<file path="src/design/shared_rgb_led_key_matrix_scanner_macros.svh">
// ----------------------------------------------------------------------------
// Assertion macros for the RGB LED and key matrix scanner
// Shared shorthand for the concurrent checks in the design modules.
// ----------------------------------------------------------------------------
`ifndef SHARED_RGB_LED_KEY_MATRIX_SCANNER_MACROS_SVH
`define SHARED_RGB_LED_KEY_MATRIX_SCANNER_MACROS_SVH

// Same-cycle implication, checked on the rising clock edge outside of reset.
`define SRLKS_ASSERT_IMP(name, ante, cons) \
	name: assert property (@(posedge clk) disable iff (!arst_n) (ante) |-> (cons)) \
		else $error("scanner check failed: same-cycle implication");

// Next-cycle implication, checked on the rising clock edge outside of reset.
`define SRLKS_ASSERT_NXT(name, ante, cons) \
	name: assert property (@(posedge clk) disable iff (!arst_n) (ante) |=> (cons)) \
		else $error("scanner check failed: next-cycle implication");

`endif

</file>
<file path="src/design/srlks_pkg.sv">
`timescale 1ns / 1ps
// ----------------------------------------------------------------------------
// Scanner package
// Field widths, request and result codes, payload structs and the status
// bundle shared between the scan logic and the top level.
// ----------------------------------------------------------------------------
package srlks_pkg;

	localparam int unsigned REQ_W   = 2;
	localparam int unsigned LED_W   = 7;
	localparam int unsigned CH_W    = 8;
	localparam int unsigned RGB_W   = 3 * CH_W;
	localparam int unsigned ROW_W   = 3;
	localparam int unsigned COL_W   = 4;
	localparam int unsigned BITS_W  = 16;
	localparam int unsigned LINE_W  = 5;
	localparam int unsigned PHASE_W = 2;
	localparam int unsigned KIND_W  = 2;

	// Both stores are indexed by a 7-bit number.
	localparam int unsigned STORE_DEPTH = 128;
	localparam int unsigned MAX_ROWS    = 8;
	localparam int unsigned PHASES_PER_ROW = 3;

	typedef enum logic [REQ_W-1:0] {
		REQ_SET_COLOR = 2'd0,
		REQ_TICK      = 2'd1,
		REQ_COLLECT   = 2'd2,
		REQ_MAP       = 2'd3
	} req_e;

	typedef enum logic [KIND_W-1:0] {
		KIND_DUTY      = 2'd0,
		KIND_ROW       = 2'd1,
		KIND_NOT_READY = 2'd2
	} kind_e;

	localparam logic [PHASE_W-1:0] PHASE_BLUE  = 2'd0;
	localparam logic [PHASE_W-1:0] PHASE_GREEN = 2'd1;
	localparam logic [PHASE_W-1:0] PHASE_RED   = 2'd2;

	typedef struct packed {
		logic [REQ_W-1:0]  req_type;
		logic [LED_W-1:0]  led_num;
		logic [CH_W-1:0]   red;
		logic [CH_W-1:0]   green;
		logic [CH_W-1:0]   blue;
		logic [ROW_W-1:0]  map_row;
		logic [COL_W-1:0]  map_column;
		logic [BITS_W-1:0] key_bits;
	} in_item_t;

	typedef struct packed {
		logic [KIND_W-1:0]  out_kind;
		logic [COL_W-1:0]   out_column;
		logic [CH_W-1:0]    duty;
		logic [PHASE_W-1:0] color_channel;
		logic [LINE_W-1:0]  drive_line;
		logic               line_enable;
		logic [ROW_W-1:0]   scan_row;
		logic [BITS_W-1:0]  scan_bits;
		logic               changed;
		logic               last;
	} out_item_t;

	// Commands from the top level into the scan logic.
	typedef struct packed {
		logic              tick;
		logic              collect;
		logic [BITS_W-1:0] key_bits;
		logic [ROW_W-1:0]  rd_row;
	} scan_cmd_t;

	// Drive position and capture status from the scan logic.
	typedef struct packed {
		logic [LINE_W-1:0]  line;
		logic [PHASE_W-1:0] phase;
		logic [ROW_W-1:0]   row;
		logic               done;
		logic               changed;
		logic [BITS_W-1:0]  rd_bits;
	} scan_stat_t;

endpackage

</file>
<file path="src/design/srlks_scan.sv">
`timescale 1ns / 1ps
// ----------------------------------------------------------------------------
// Scan sequencer
// Drive line, color phase and key row counters, the capture lock handshake
// and the captured and delivered key row images.
// ----------------------------------------------------------------------------
`include "shared_rgb_led_key_matrix_scanner_macros.svh"

module srlks_scan
	import srlks_pkg::*;
#(
	parameter int unsigned KEY_ROWS = 8,
	parameter int unsigned KEY_COLS = 16
) (
	input  logic       clk,
	input  logic       arst_n,
	input  scan_cmd_t  cmd,
	output scan_stat_t stat
);

	localparam logic [ROW_W:0]    RowsW   = (ROW_W + 1)'(KEY_ROWS);
	localparam logic [LINE_W:0]   Lines   = (LINE_W + 1)'(KEY_ROWS * PHASES_PER_ROW);
	localparam logic [BITS_W-1:0] ColMask = BITS_W'((17'd1 << KEY_COLS) - 17'd1);

	logic [LINE_W-1:0]  line_q;
	logic [PHASE_W-1:0] phase_q;
	logic [ROW_W-1:0]   row_q;
	logic [ROW_W-1:0]   first_q;
	logic               locked_q;
	logic               done_q;
	logic               chg_q;
	logic [MAX_ROWS-1:0][BITS_W-1:0] captured_q;
	logic [MAX_ROWS-1:0][BITS_W-1:0] delivered_q;

	logic [LINE_W:0]    line_inc;
	logic [LINE_W-1:0]  line_nx;
	logic [PHASE_W-1:0] phase_nx;
	logic [ROW_W-1:0]   row_cur;
	logic [ROW_W:0]     row_inc;
	logic [ROW_W-1:0]   row_nx;
	logic               lock_nx;
	logic               done_nx;
	logic [ROW_W-1:0]   first_nx;
	logic               cap_en;

	// The phase counter tracks the drive line modulo three; the line count is a
	// multiple of three, so both wrap together.
	always_comb begin
		line_inc = {1'b0, line_q} + (LINE_W + 1)'(1);
		line_nx  = (line_inc >= Lines) ? '0 : line_inc[LINE_W-1:0];
		if (line_nx == '0) begin
			phase_nx = PHASE_BLUE;
		end else if (phase_q == PHASE_RED) begin
			phase_nx = PHASE_BLUE;
		end else begin
			phase_nx = phase_q + PHASE_W'(1);
		end
		row_cur = ({1'b0, row_q} >= RowsW) ? '0 : row_q;
		row_inc = {1'b0, row_cur} + ((phase_nx == PHASE_RED) ? (ROW_W + 1)'(1) : '0);
		row_nx  = (row_inc >= RowsW) ? '0 : row_inc[ROW_W-1:0];
	end

	// Lock handshake: lock on the first tick, release once the row counter
	// steps back onto the row where the lock started.
	always_comb begin
		lock_nx  = locked_q;
		done_nx  = done_q;
		first_nx = first_q;
		cap_en   = 1'b0;
		if (!done_q) begin
			if (!locked_q) begin
				lock_nx  = 1'b1;
				first_nx = row_nx;
			end else if (row_cur != row_nx && row_nx == first_q) begin
				lock_nx = 1'b0;
				done_nx = 1'b1;
			end
			cap_en = lock_nx;
		end
	end

	always_ff @(posedge clk or negedge arst_n) begin
		if (!arst_n) begin
			line_q      <= '0;
			phase_q     <= PHASE_BLUE;
			row_q       <= '0;
			first_q     <= '0;
			locked_q    <= 1'b0;
			done_q      <= 1'b0;
			chg_q       <= 1'b0;
			captured_q  <= '0;
			delivered_q <= '0;
		end else if (cmd.tick) begin
			line_q   <= line_nx;
			phase_q  <= phase_nx;
			row_q    <= row_nx;
			first_q  <= first_nx;
			locked_q <= lock_nx;
			done_q   <= done_nx;
			if (cap_en) begin
				captured_q[row_nx] <= cmd.key_bits & ColMask;
			end
		end else if (cmd.collect && done_q) begin
			chg_q       <= (captured_q != delivered_q);
			delivered_q <= captured_q;
			done_q      <= 1'b0;
		end
	end

	assign stat.line    = line_q;
	assign stat.phase   = phase_q;
	assign stat.row     = row_q;
	assign stat.done    = done_q;
	assign stat.changed = chg_q;
	assign stat.rd_bits = captured_q[cmd.rd_row];

	`SRLKS_ASSERT_IMP(a_lock_done_excl, done_q, !locked_q)
	`SRLKS_ASSERT_NXT(a_done_needs_tick, !done_q && !cmd.tick, !done_q)
	`SRLKS_ASSERT_NXT(a_collect_clears, cmd.collect && done_q, !done_q)

endmodule

</file>
<file path="config.mk">
export PLATFORM = sky130hd
export DESIGN_NAME = srlks_scan
export DESIGN_NICKNAME = d
export VERILOG_FILES = /design/src/design/srlks_pkg.sv /design/src/design/srlks_scan.sv
export VERILOG_INCLUDE_DIRS = /design/src /design/src/design
export SDC_FILE = /design/constraint.sdc
export NUM_CORES = 1
export LEC_CHECK = 0
export ABC_AREA = 1
export BUFFER_PORTS_ARGS = -buffer_cell sky130_fd_sc_hd__buf_2
export CORE_ASPECT_RATIO = 0.5
export CORE_UTILIZATION = 45
export CTS_BUF_LIST = sky130_fd_sc_hd__clkbuf_8
export CTS_CLUSTER_DIAMETER = 40
export DETAILED_ROUTE_END_ITERATION = 16
export SYNTH_ARGS = -nofsm -noshare
export SYNTH_HDL_FRONTEND = slang
export SYNTH_SLANG_ARGS = --single-unit
</file>
<file path="constraint.sdc">
create_clock -name clk -period 4.34 [get_ports clk]
set_clock_uncertainty 0.1 [all_clocks]
set_input_delay 0.434 -clock clk [delete_from_list [all_inputs] [get_ports clk]]
set_output_delay 0.434 -clock clk [all_outputs]
set_load 0.005 [all_outputs]
</file>
# Yosys cells after proc, flatten, opt, wreduce, memory -nomap -nowiden

Cells that the tools add are included.

Flip-flop bits (word level): 272
Latch bits: 0
Bits in writable memories: 0
ROM bits: 0
Bits of input ports: 23
Output and inout port bits: 28
Word-level logic and storage cells: 66
Memories: 0

Add/sub/neg operators: 3
$mul: 0
Divide/modulo/power cells: 0
Order comparisons: 5
Equal/unequal tests: 5
Shift-type cells: 0
Mux-type cells: 18
Bitwise gates (word level): 3
Reduce and logical (&&, ||, !) cells: 9

Operators by type and width:

| cell                                                              | number |
|---|---|
| bitwise mux 128 bit                                               | 1 |
| inequality test 128 bit                                           | 1 |
| binary-select mux 16 bit (select 3 bit)                           | 1 |
| demux 16 bit (select 3 bit)                                       | 1 |
| 2-to-1 mux 16 bit                                                 | 2 |
| 2-to-1 mux 1 bit                                                  | 9 |
| < comparator 3 x 4 -> 1 bit, second input constant                | 2 |
| adder 5 x 1 -> 6 bit, second input constant                       | 1 |
| greater-or-equal comparator 6 x 5 -> 1 bit, second input constant | 1 |
| AND reduction 2 bit                                               | 3 |
| zero test 5 bit                                                   | 1 |
| 2-to-1 mux 5 bit                                                  | 1 |
| adder 3 x 1 -> 4 bit                                              | 1 |
| equality test 2 bit, second input constant                        | 2 |
| greater-or-equal comparator 4 bit, second input constant          | 1 |
| 2-to-1 mux 2 bit                                                  | 2 |
| equality test 3 bit                                               | 1 |
| greater-or-equal comparator 3 x 1 -> 1 bit, second input constant | 1 |
| logical AND 1 bit                                                 | 3 |
| 2-to-1 mux 3 bit                                                  | 1 |
| inequality test 3 bit                                             | 1 |
| inverter 1 bit                                                    | 3 |
| AND reduction 3 bit                                               | 1 |
| adder 2 x 1 -> 2 bit, second input constant                       | 1 |
| nonzero test 2 bit                                                | 1 |

# Longest topological paths before layout

Gate-level depths: netlist of run 1.

Depth in word-level cells: 16
Depth in mapped cells: 22
Depth with buffers taken out: 20

# Least setup slack after synthesis of run 1

Ideal clock, no wire load.

Kind: flip-flop to flip-flop
From: register line_q[0]
To: register captured_q[16] (netlist bit)
Setup time: 0.118 ns
Arrival time: 2.913 ns
Required time: 4.122 ns
Setup slack: 1.209 ns
Stages on the path, launching flop included: 20
Buffers on the path: 3
Clock period less this slack: 3.131 ns
Cell sequence: dfrtp_1 -> ha_1 -> or2_2 -> nand2_1 -> o211ai_1 -> nand3_1 -> nand2_1 -> inv_1 -> ha_1 -> ha_1 -> xor2_1 -> nand2_1 -> xnor2_1 -> nor4_2 -> nand2_2 -> buf_6 -> buf_8 -> buf_6 -> nand4_1 -> nand2_1

Longest elaborated chain between the ends: 16
Elaborated cells on any way between the ends: 23
Those cells by class: 2 x add/sub; 4 x order compare; 3 x eq/ne; 10 x mux; 4 x reduce/logical

RTL lines:

| what                                                                                | line              | text |
|---|---|---|
| from (decl)                                                                         | srlks_scan.sv:25  | `logic [LINE_W-1:0] line_q;` |
| from (signal assigned)                                                              | srlks_scan.sv:94  | `line_q <= line_nx;` |
| adder 5 x 1 -> 6 bit (*)                                                            | srlks_scan.sv:49  | `line_inc = {1'b0, line_q} + (LINE_W + 1)'(1);` |
| greater-or-equal comparator 6 x 5 -> 1 bit                                          | srlks_scan.sv:50  | `line_nx = (line_inc >= Lines) ? '0 : line_inc[LINE_W-1:0];` |
| 2-to-1 mux 5 bit (*)                                                                | srlks_scan.sv:50  |  |
| zero test 5 bit (*)                                                                 | srlks_scan.sv:51  | `if (line_nx == '0) begin` |
| 2-to-1 mux 2 bit (*)                                                                | srlks_scan.sv:51  |  |
| equality test 2 bit (*)                                                             | srlks_scan.sv:59  | `row_inc = {1'b0, row_cur} + ((phase_nx == PHASE_RED) ? (ROW_W + 1)'(1) : '0);` |
| 2-to-1 mux 1 bit (*)                                                                | srlks_scan.sv:59  |  |
| adder 3 x 1 -> 4 bit (*)                                                            | srlks_scan.sv:59  |  |
| greater-or-equal comparator 4 bit                                                   | srlks_scan.sv:60  | `row_nx = (row_inc >= RowsW) ? '0 : row_inc[ROW_W-1:0];` |
| 2-to-1 mux 3 bit (*)                                                                | srlks_scan.sv:60  |  |
| parallel branches: the longest is 6 deep, another holds < comparator 3 x 4 -> 1 bit | -                 |  |
| to (signal, indexed assignment)                                                     | srlks_scan.sv:101 | `captured_q[row_nx] <= cmd.key_bits & ColMask;` |
| to (decl)                                                                           | srlks_scan.sv:32  | `logic [MAX_ROWS-1:0][BITS_W-1:0] captured_q;` |

Every way passes the cells marked *.
A chain may end at the register's enable or synchronous reset.

# Final worst setup path of run 1

From: register line_q[0]
To: register captured_q[108] (netlist bit)

The elaborated chain is that of the path after synthesis.

==> results of run 1 <==
per-stage QoR:
| stage | worst slack (ns) | hold WS (ns) | cells | util | total power [mW] |
|---|---|---|---|---|---|
| after floorplan | 1.21 | 0.0384 | 1682 | - | 7.57 |
| after global placement | 0.587 | 0.273 | 2035 | 0.480 | 9.10 |
| after detailed placement | 0.389 | 0.276 | 2035 | 0.480 | 9.25 |
| after CTS | 0.388 | 0.0876 | 2114 | 0.511 | 11.6 |
| after global routing | 0.0158 | 0.102 | 2115 | 0.511 | 12.5 |
| final | 0.356 | 0.112 | 2115 | 0.511 | 11.7 |
cell families after synthesis:
logic type	after synthesis
adder cells (fa/ha/maj)	4
flip-flops	272
XOR/XNOR	87
buffers and inverters	221
AND/OR/NAND/NOR	825
AO/OA/AOI/OAI	273
routing by layer:
metal / vias to the layer above / track usage / part of all wire
met4: 0 / 0.0771 / 0.023
met1: 5922 / 0.456 / 0.46
met2: 584 / 0.416 / 0.41
met5: - / 0 / 0
li1: 5575 / - / -
met3: 79 / 0.0784 / 0.11
power breakdown:
group	switching (mW)	total (mW)	internal, mW
logic	3.15	4.72	1.57
registers	1.01	4.68	3.66
clock network	1.11	2.32	1.21
total	5.27	11.7	6.45
state kept, by name, summed over array words and instances (netlist names):
signal,count
row_cur,3
phase_q,2
delivered_q,128
captured_q,128
done_q,1
first_q,3
line_q,5
locked_q,1
chg_q,1
path summary, 6_finish.rpt:
path | slack [ns] | to | startpoint
min reg2reg | 0.37 | captured_q[19] | captured_q[19]
max reg2reg | 0.36 | captured_q[108] | line_q[0]
max in group asynchronous | 2.57 | delivered_q[24] | arst_n
min in group asynchronous | 0.27 | delivered_q[27] | arst_n
max | 0.36 | captured_q[108] | line_q[0]
min | 0.11 | captured_q[10] | cmd[13]
cell type report:
class,count,area (um2),share of cell area
Clock inverter,21,115,0.00766
Inverter,106,398,0.0265
Tap cell,391,489,0.0325
Multi-Input combinational cell,1190,5910,0.393
Timing Repair Buffer,79,546,0.0363
Sequential cell,272,6810,0.453
Clock buffer,56,771,0.0513
repair_timing:
action,4_1_cts,5_1_grt
setup endpoints to repair,0,20
endpoints found under the hold margin,45,0
hold buffers,2,0
gates resized for setup,0,1
placed cells by master, fill, tap and decap left out, types with 2 or more instances in the layout:
master / instances
a21oi_1: 57
a221oi_1: 8
a31oi_1: 16
buf_12: 5
buf_2: 49
buf_4: 22
clkbuf_8: 56
clkinv_1: 3
clkinv_2: 5
dfrtp_1: 272
dlygate4sd3_1: 2
ha_1: 4
inv_1: 114
inv_2: 3
nand2_1: 586
nand2_2: 3
nand3_1: 14
nand3_2: 5
nand3_4: 4
nand4_1: 143
nor2_1: 47
nor4_1: 13
o21ai_0: 182
o22ai_1: 6
or2_2: 4
xnor2_1: 42
xor2_1: 45
worst register-to-register path: stages (launching register included):
cell,delay (ns)
dfrtp_1,0.43
ha_1,0.27
or2_2,0.32
nand2_1,0.11
o211ai_1,0.10
nand3_1,0.10
nand2_1,0.09
inv_1,0.06
ha_1,0.18
ha_1,0.19
xor2_1,0.19
nand2_1,0.18
xnor2_1,0.31
nor4_4,0.10
nand2_4,0.26
nand3_2,0.57
nand2_1,0.24
nand2_1,0.07
==> reports/results.ini, run 1 <==
[synthesis]
synthMuxAreaShare = 0
yosys.area.top_type_share = 0.498
synth_top_family_by_area = simple AND/OR/NAND/NOR gates
async_reset_ff_frac = 1.00
yosys-top-cells-count = nand2_1 (586), dfrtp_1 (272), o21ai_0 (182)
netlist_top_cells_area = dfrtp_1 (50%), nand2_1 (16%), o21ai_0 (6.7%)
ys_seq_area_frac = 0.498
netlist_area_um2 = 13700
synth_nets = 1709
synth_ff_type = dfrtp_1
synth_edf_count = 0
synth-xor-area-share = 0.0558
synthAdderAreaFrac = 0.00366
synth_compound_area_frac = 0.105
yosys.area_share.simple = 0.265
syn_inst = 1682
yosysWarnings = 0
ys_types = 37
synth_top_cell_by_area = dfrtp_1
synth.most_common_cell = nand2_1
ys_ff_latch = 272
syn_area_per_cell_um2 = 8.12

[detailed_routing]
drc = 0
num_vias = 12160
drt-pass1-iter-count = 8
route.antenna.remaining_nets = 0
first_iter_violations = 1504
wl_mm = 45.8
drt-wirelength-per-cell_um = 21.6
via_per_inst = 5.75

[place]
port_buffers = 50
place_congestion = 0.898
dpl-instance-area_um2 = 14100
place_hpwl_mm = 29.3

[status]
status = finished clean

[critical_path]
crit_fanout = 19
cp_top_family = simple AND/OR/NAND/NOR gates
cp_num_buf_inv = 1
critPathArrivalTime_ns = 4.34
cp_common_cell = nand2_1
start_kind = flop
path_depth = 17
endpoint_kind = flop
worstPathCellList = ha_1 -> or2_2 -> nand2_1 -> o211ai_1 -> nand3_1 -> nand2_1 -> inv_1 -> ha_1 -> ha_1 -> xor2_1 -> nand2_1 -> xnor2_1 -> nor4_4 -> nand2_4 -> nand3_2 -> nand2_1 -> nand2_1
worstSetupPathType = reg -> reg
cp_slowest_stage_delay_ns = 0.56
critPathSlowestCell = nand3_2
worstRegToRegCells = 17
cp.required_ns = 4.70

[clock_network]
cts-buffers-inserted = 43
worstSkewPairLatency_ns = 0.59
tritoncts = yes
cts_sinks = 272
cts.path.max_buffers = 3
h-tree-depth = 2
cts.reportedPaths.clkPinSlew_ns = 0.07
cts_setup_buffers = 0
cts_root_buf = clkbuf_8

[floorplanning]
initial_core_util = 0.465
die_w_um = 248
ios = 51
dieArea_um2 = 31100
fp.coreArea_um2 = 29400
chipHeight_um = 125
num_rows = 44

[timing]
hold_violations = 0
min_period_ns = 3.98
rsz0062_at_grt = no
worstMarginPinSlew_ns = 1.03
finalSetupViolCount = 0
setup_tns_ns = 0
max_freq_mhz = 251
max-slew-margin-rel = 0.314
slew_viol_final = 0
fin_crit_sh = 0.918

[pwr]
p_leak_nw = 7.53
ir_drop_mv = 0.368
power.density_nw_per_um2 = 779

[global_route]
grt_pass1_wl_mm = 70.3
track_usage = 0.299
first_global_vias = 11596
grt_max_degree = 212
antenna_found_initial = 1
globalRouteOverflowTotal = 0

[cells_and_area]
antenna-diode-count = 0
finish.net_count = 1719
fill_cells = 2851
fin_area_um2 = 15000
drive_gt1_frac = 0.0951
area_delta_synth_final_pct = 10.1

[job]
maxCapViolCount = 0

[min_path]
hold_depth = 3
hold_class = in -> reg

No activity file was read; power rests on OpenSTA's default activity.
==> inputs of run 2 (changes only) <==
ABC_AREA = default   (was 1)
==> run 2 against run 1 <==
  * The flow now finishes with violations (DRC)
  * Maximum frequency shrank 2.7%
  * Clock power shrank 9.5%
  * Final area shrank 1.2%
  * Core utilization is essentially flat
  * Flip-flop and latch count is the same
  * Largest power group is now sequential cells
==> reports/results.ini, run 2 <==
[detailed_routing]
route.antenna.remaining_nets = 0  ; unchanged
drc = 2  ; +2
wl_mm = 32.4  ; -29%
num_vias = 7615  ; -37%
first_iter_violations = 512  ; -66%
via_per_inst = 5.48  ; -4.6%
drt-pass1-iter-count = 10  ; +2
drt-wirelength-per-cell_um = 23.3  ; +7.8%

[global_route]
grt_use_met2 = 0.325  ; -0.0910
globalRouteOverflowTotal = 0  ; unchanged
grt_pass1_wl_mm = 49.6  ; -29%
antenna_found_initial = 0  ; -1
grt_max_degree = 133  ; -37%
grt_use_met3 = 0.0469  ; -0.0315
top_usage_layer = met1
first_global_vias = 7716  ; -33%
track_usage = 0.225  ; -0.0738
use_met1 = 0.347  ; -0.109

[clock_network]
cts_sinks = 272  ; unchanged
h-tree-depth = 2  ; unchanged
tritoncts = yes
cts.path.max_buffers = 3  ; unchanged
cts_root_buf = clkbuf_8
cts.reportedPaths.clkPinSlew_ns = 0.07  ; about the same
cts-buffers-inserted = 43  ; unchanged
worstSkewPairLatency_ns = 0.57  ; -0.02 ns

[cells_and_area]
reg_top3 = captured_q: 128 flops, delivered_q: 128 flops, line_q: 5 flops
final_core_utilization = 0.512  ; about the same
register_area_um2 = 6810  ; unchanged
drive_gt1_frac = 0.445  ; +0.350
area_delta_synth_final_pct = 11.9
final_common_cell = dfrtp_1
finish.net_count = 996  ; -42%
fill_cells = 2412  ; -15%
multiInputGateArea_um2 = 6200  ; +5.0%
mostFrequentLayoutCells = dfrtp_1 (272), mux2_2 (193), xnor2_1 (91)
fin_area_um2 = 14800  ; -1.2%

[timing]
max_freq_mhz = 244  ; -2.7%
worstMarginPinSlew_ns = 1.09  ; +0.0589 ns
setup_tns_ns = 0  ; unchanged
rsz0062_at_grt = no
min_period_ns = 4.09  ; +0.109 ns
slew_viol_final = 0  ; unchanged
hold_slack_ns = 0.129  ; +0.0166 ns
finalSetupViolCount = 0  ; unchanged
fin_crit_sh = 0.943  ; +0.0252
hold_violations = 0  ; unchanged
max-slew-margin-rel = 0.275  ; -0.0393

[synthesis]
synth_ff_type = dfrtp_1
ys_ff_latch = 272  ; unchanged
synth_edf_count = 0  ; unchanged
synth.most_common_cell = dfrtp_1
synth_nets = 924  ; -46%
ys_types = 47  ; +27%
netlist_area_um2 = 13300  ; -2.8%
synth_top_cell_by_area = dfrtp_1
yosys-top-cells-count = dfrtp_1 (272), mux2_2 (193), xnor2_1 (91)
syn_inst = 897  ; -47%
netlist_top_cells_area = dfrtp_1 (51%), mux2_2 (16%), mux2_4 (9.1%)
yosysWarnings = 0  ; unchanged
syn_area_per_cell_um2 = 14.8  ; +82%
yosys.area.top_type_share = 0.513  ; +0.0145
ys_seq_area_frac = 0.513  ; +0.0145
async_reset_ff_frac = 1.00  ; unchanged

[critical_path]
critPathArrivalTime_ns = 4.42  ; +0.08 ns
start_kind = flop
endpoint_kind = flop
cp.required_ns = 4.67  ; -0.03 ns
cp_slowest_stage_delay_ns = 0.52  ; -0.04 ns
critPathSlowestCell = or4b_4
crit_fanout = 9  ; -10
worstSetupPathType = reg -> reg
cp_num_buf_inv = 2  ; +1
worstPathCellList = ha_4 -> nand2_1 -> or4b_4 -> nand3_2 -> o211a_1 -> nor2_1 -> ha_1 -> ha_1 -> nor2b_1 -> a21oi_2 -> xor2_1 -> nand4_1 -> buf_4 -> o21ai_4 -> buf_4 -> mux2_2
cp_top_family = simple AND/OR/NAND/NOR gates

[pwr]
switchingPower_mw = 4.21  ; -20%
swShare = 0.360  ; -0.0904
p_clk_frac = 0.179  ; -0.019
power_mw = 11.7  ; about the same
p_leak_nw = 6.72  ; -11%
power.density_nw_per_um2 = 789  ; +1.2%
seq_power_share = 0.427  ; +0.028
p_int_mw = 7.50  ; +16%
combPwrFrac = 0.394  ; -0.009
ir_drop_mv = 0.246  ; -33%

[status]
violations = DRC
status = finished with violations

[floorplanning]
initial_core_util = 0.457  ; -0.00716
ios = 51  ; unchanged
dieArea_um2 = 30200  ; -2.8%
die_w_um = 245  ; -1.4%
fp.coreArea_um2 = 29000  ; -1.3%
num_rows = 44  ; unchanged
chipHeight_um = 123  ; -1.4%

[job]
maxCapViolCount = 0  ; unchanged

[place]
place_hpwl_mm = 21.1  ; -28%
dpl-instance-area_um2 = 14000  ; -0.69%
port_buffers = 50  ; unchanged
place_congestion = 0.861  ; -4.2%

[min_path]
hold_class = in -> reg

run 2: changes by cell type after synthesis, moves of 16 or more:
cell      change
a21oi_1      -55
a31oi_1      -16
buf_2        -25
clkbuf_1     -30
inv_1        -95
mux2_2      +193
mux2_4       +80
mux4_2       +32
nand2_1     -574
nand4_1     -116
nor2_1       -36
o21ai_0     -172
xnor2_1      +49
run 2: per-stage QoR:
step / setup WS, ns / cells
5_1_grt: 0.0294 / 1388
2_1_floorplan: 0.447 / 897
6_report: 0.247 / 1389
3_3_place_gp: 0.310 / 1313
4_1_cts: 0.111 / 1387
3_5_place_dp: 0.152 / 1313
run 2: layer usage:
metal | vias to the layer above | wire, um
met5 | - | 0
met1 | 4020 | 16300
met4 | 0 | 353
met3 | 35 | 1800
met2 | 159 | 13900
li1 | 3401 | -
run 2: logic make-up after synthesis:
logic type / synth area share
simple gates: 0.0417
fa+ha+maj: 0.00377
xor+xnor: 0.0858
buf+inv: 0.0208
flops: 0.513
mux: 0.309
compound gates: 0.0256
run 2: cell type report:
type                    count  share of cell area
diodes                      1            0.000169
clock buffers              51              0.0473
clock inverters            22             0.00657
inverters                   6             0.00152
multi-input cells         576               0.418
flip-flops and latches    272               0.458
well taps                 391              0.0330
repair buffers             70              0.0354
run 2: power by group through the flow:
stage	Combinational [mW]	Sequential, mW	Clock, mW
global placement	4.55	4.97	0
CTS	4.65	5.00	2.15
global route	4.95	5.20	2.28
floorplan	3.47	4.64	0
detailed placement	4.61	5.04	0
finish	4.61	5.00	2.10
run 2: final timing paths:
| path | from | end | slack, ns | depth (start not counted) |
|---|---|---|---|---|
| max | line_q[0] | captured_q[116] | 0.25 | 16 |
| min | cmd[14] | captured_q[91] | 0.13 | 2 |
| max reg2reg | line_q[0] | captured_q[116] | 0.25 | 16 |
| min reg2reg | delivered_q[23] | delivered_q[23] | 0.42 | 2 |
| max in group asynchronous | arst_n | delivered_q[3] | 2.54 | 3 |
| min in group asynchronous | arst_n | done_q | 0.47 | 2 |
run 2: timing repair:
item	4_1_cts	5_1_grt
buffers inserted	0	1
gates resized for setup	0	2
hold buffers	1	0
hold endpoints to repair	123	0
endpoints found under the setup margin	0	128
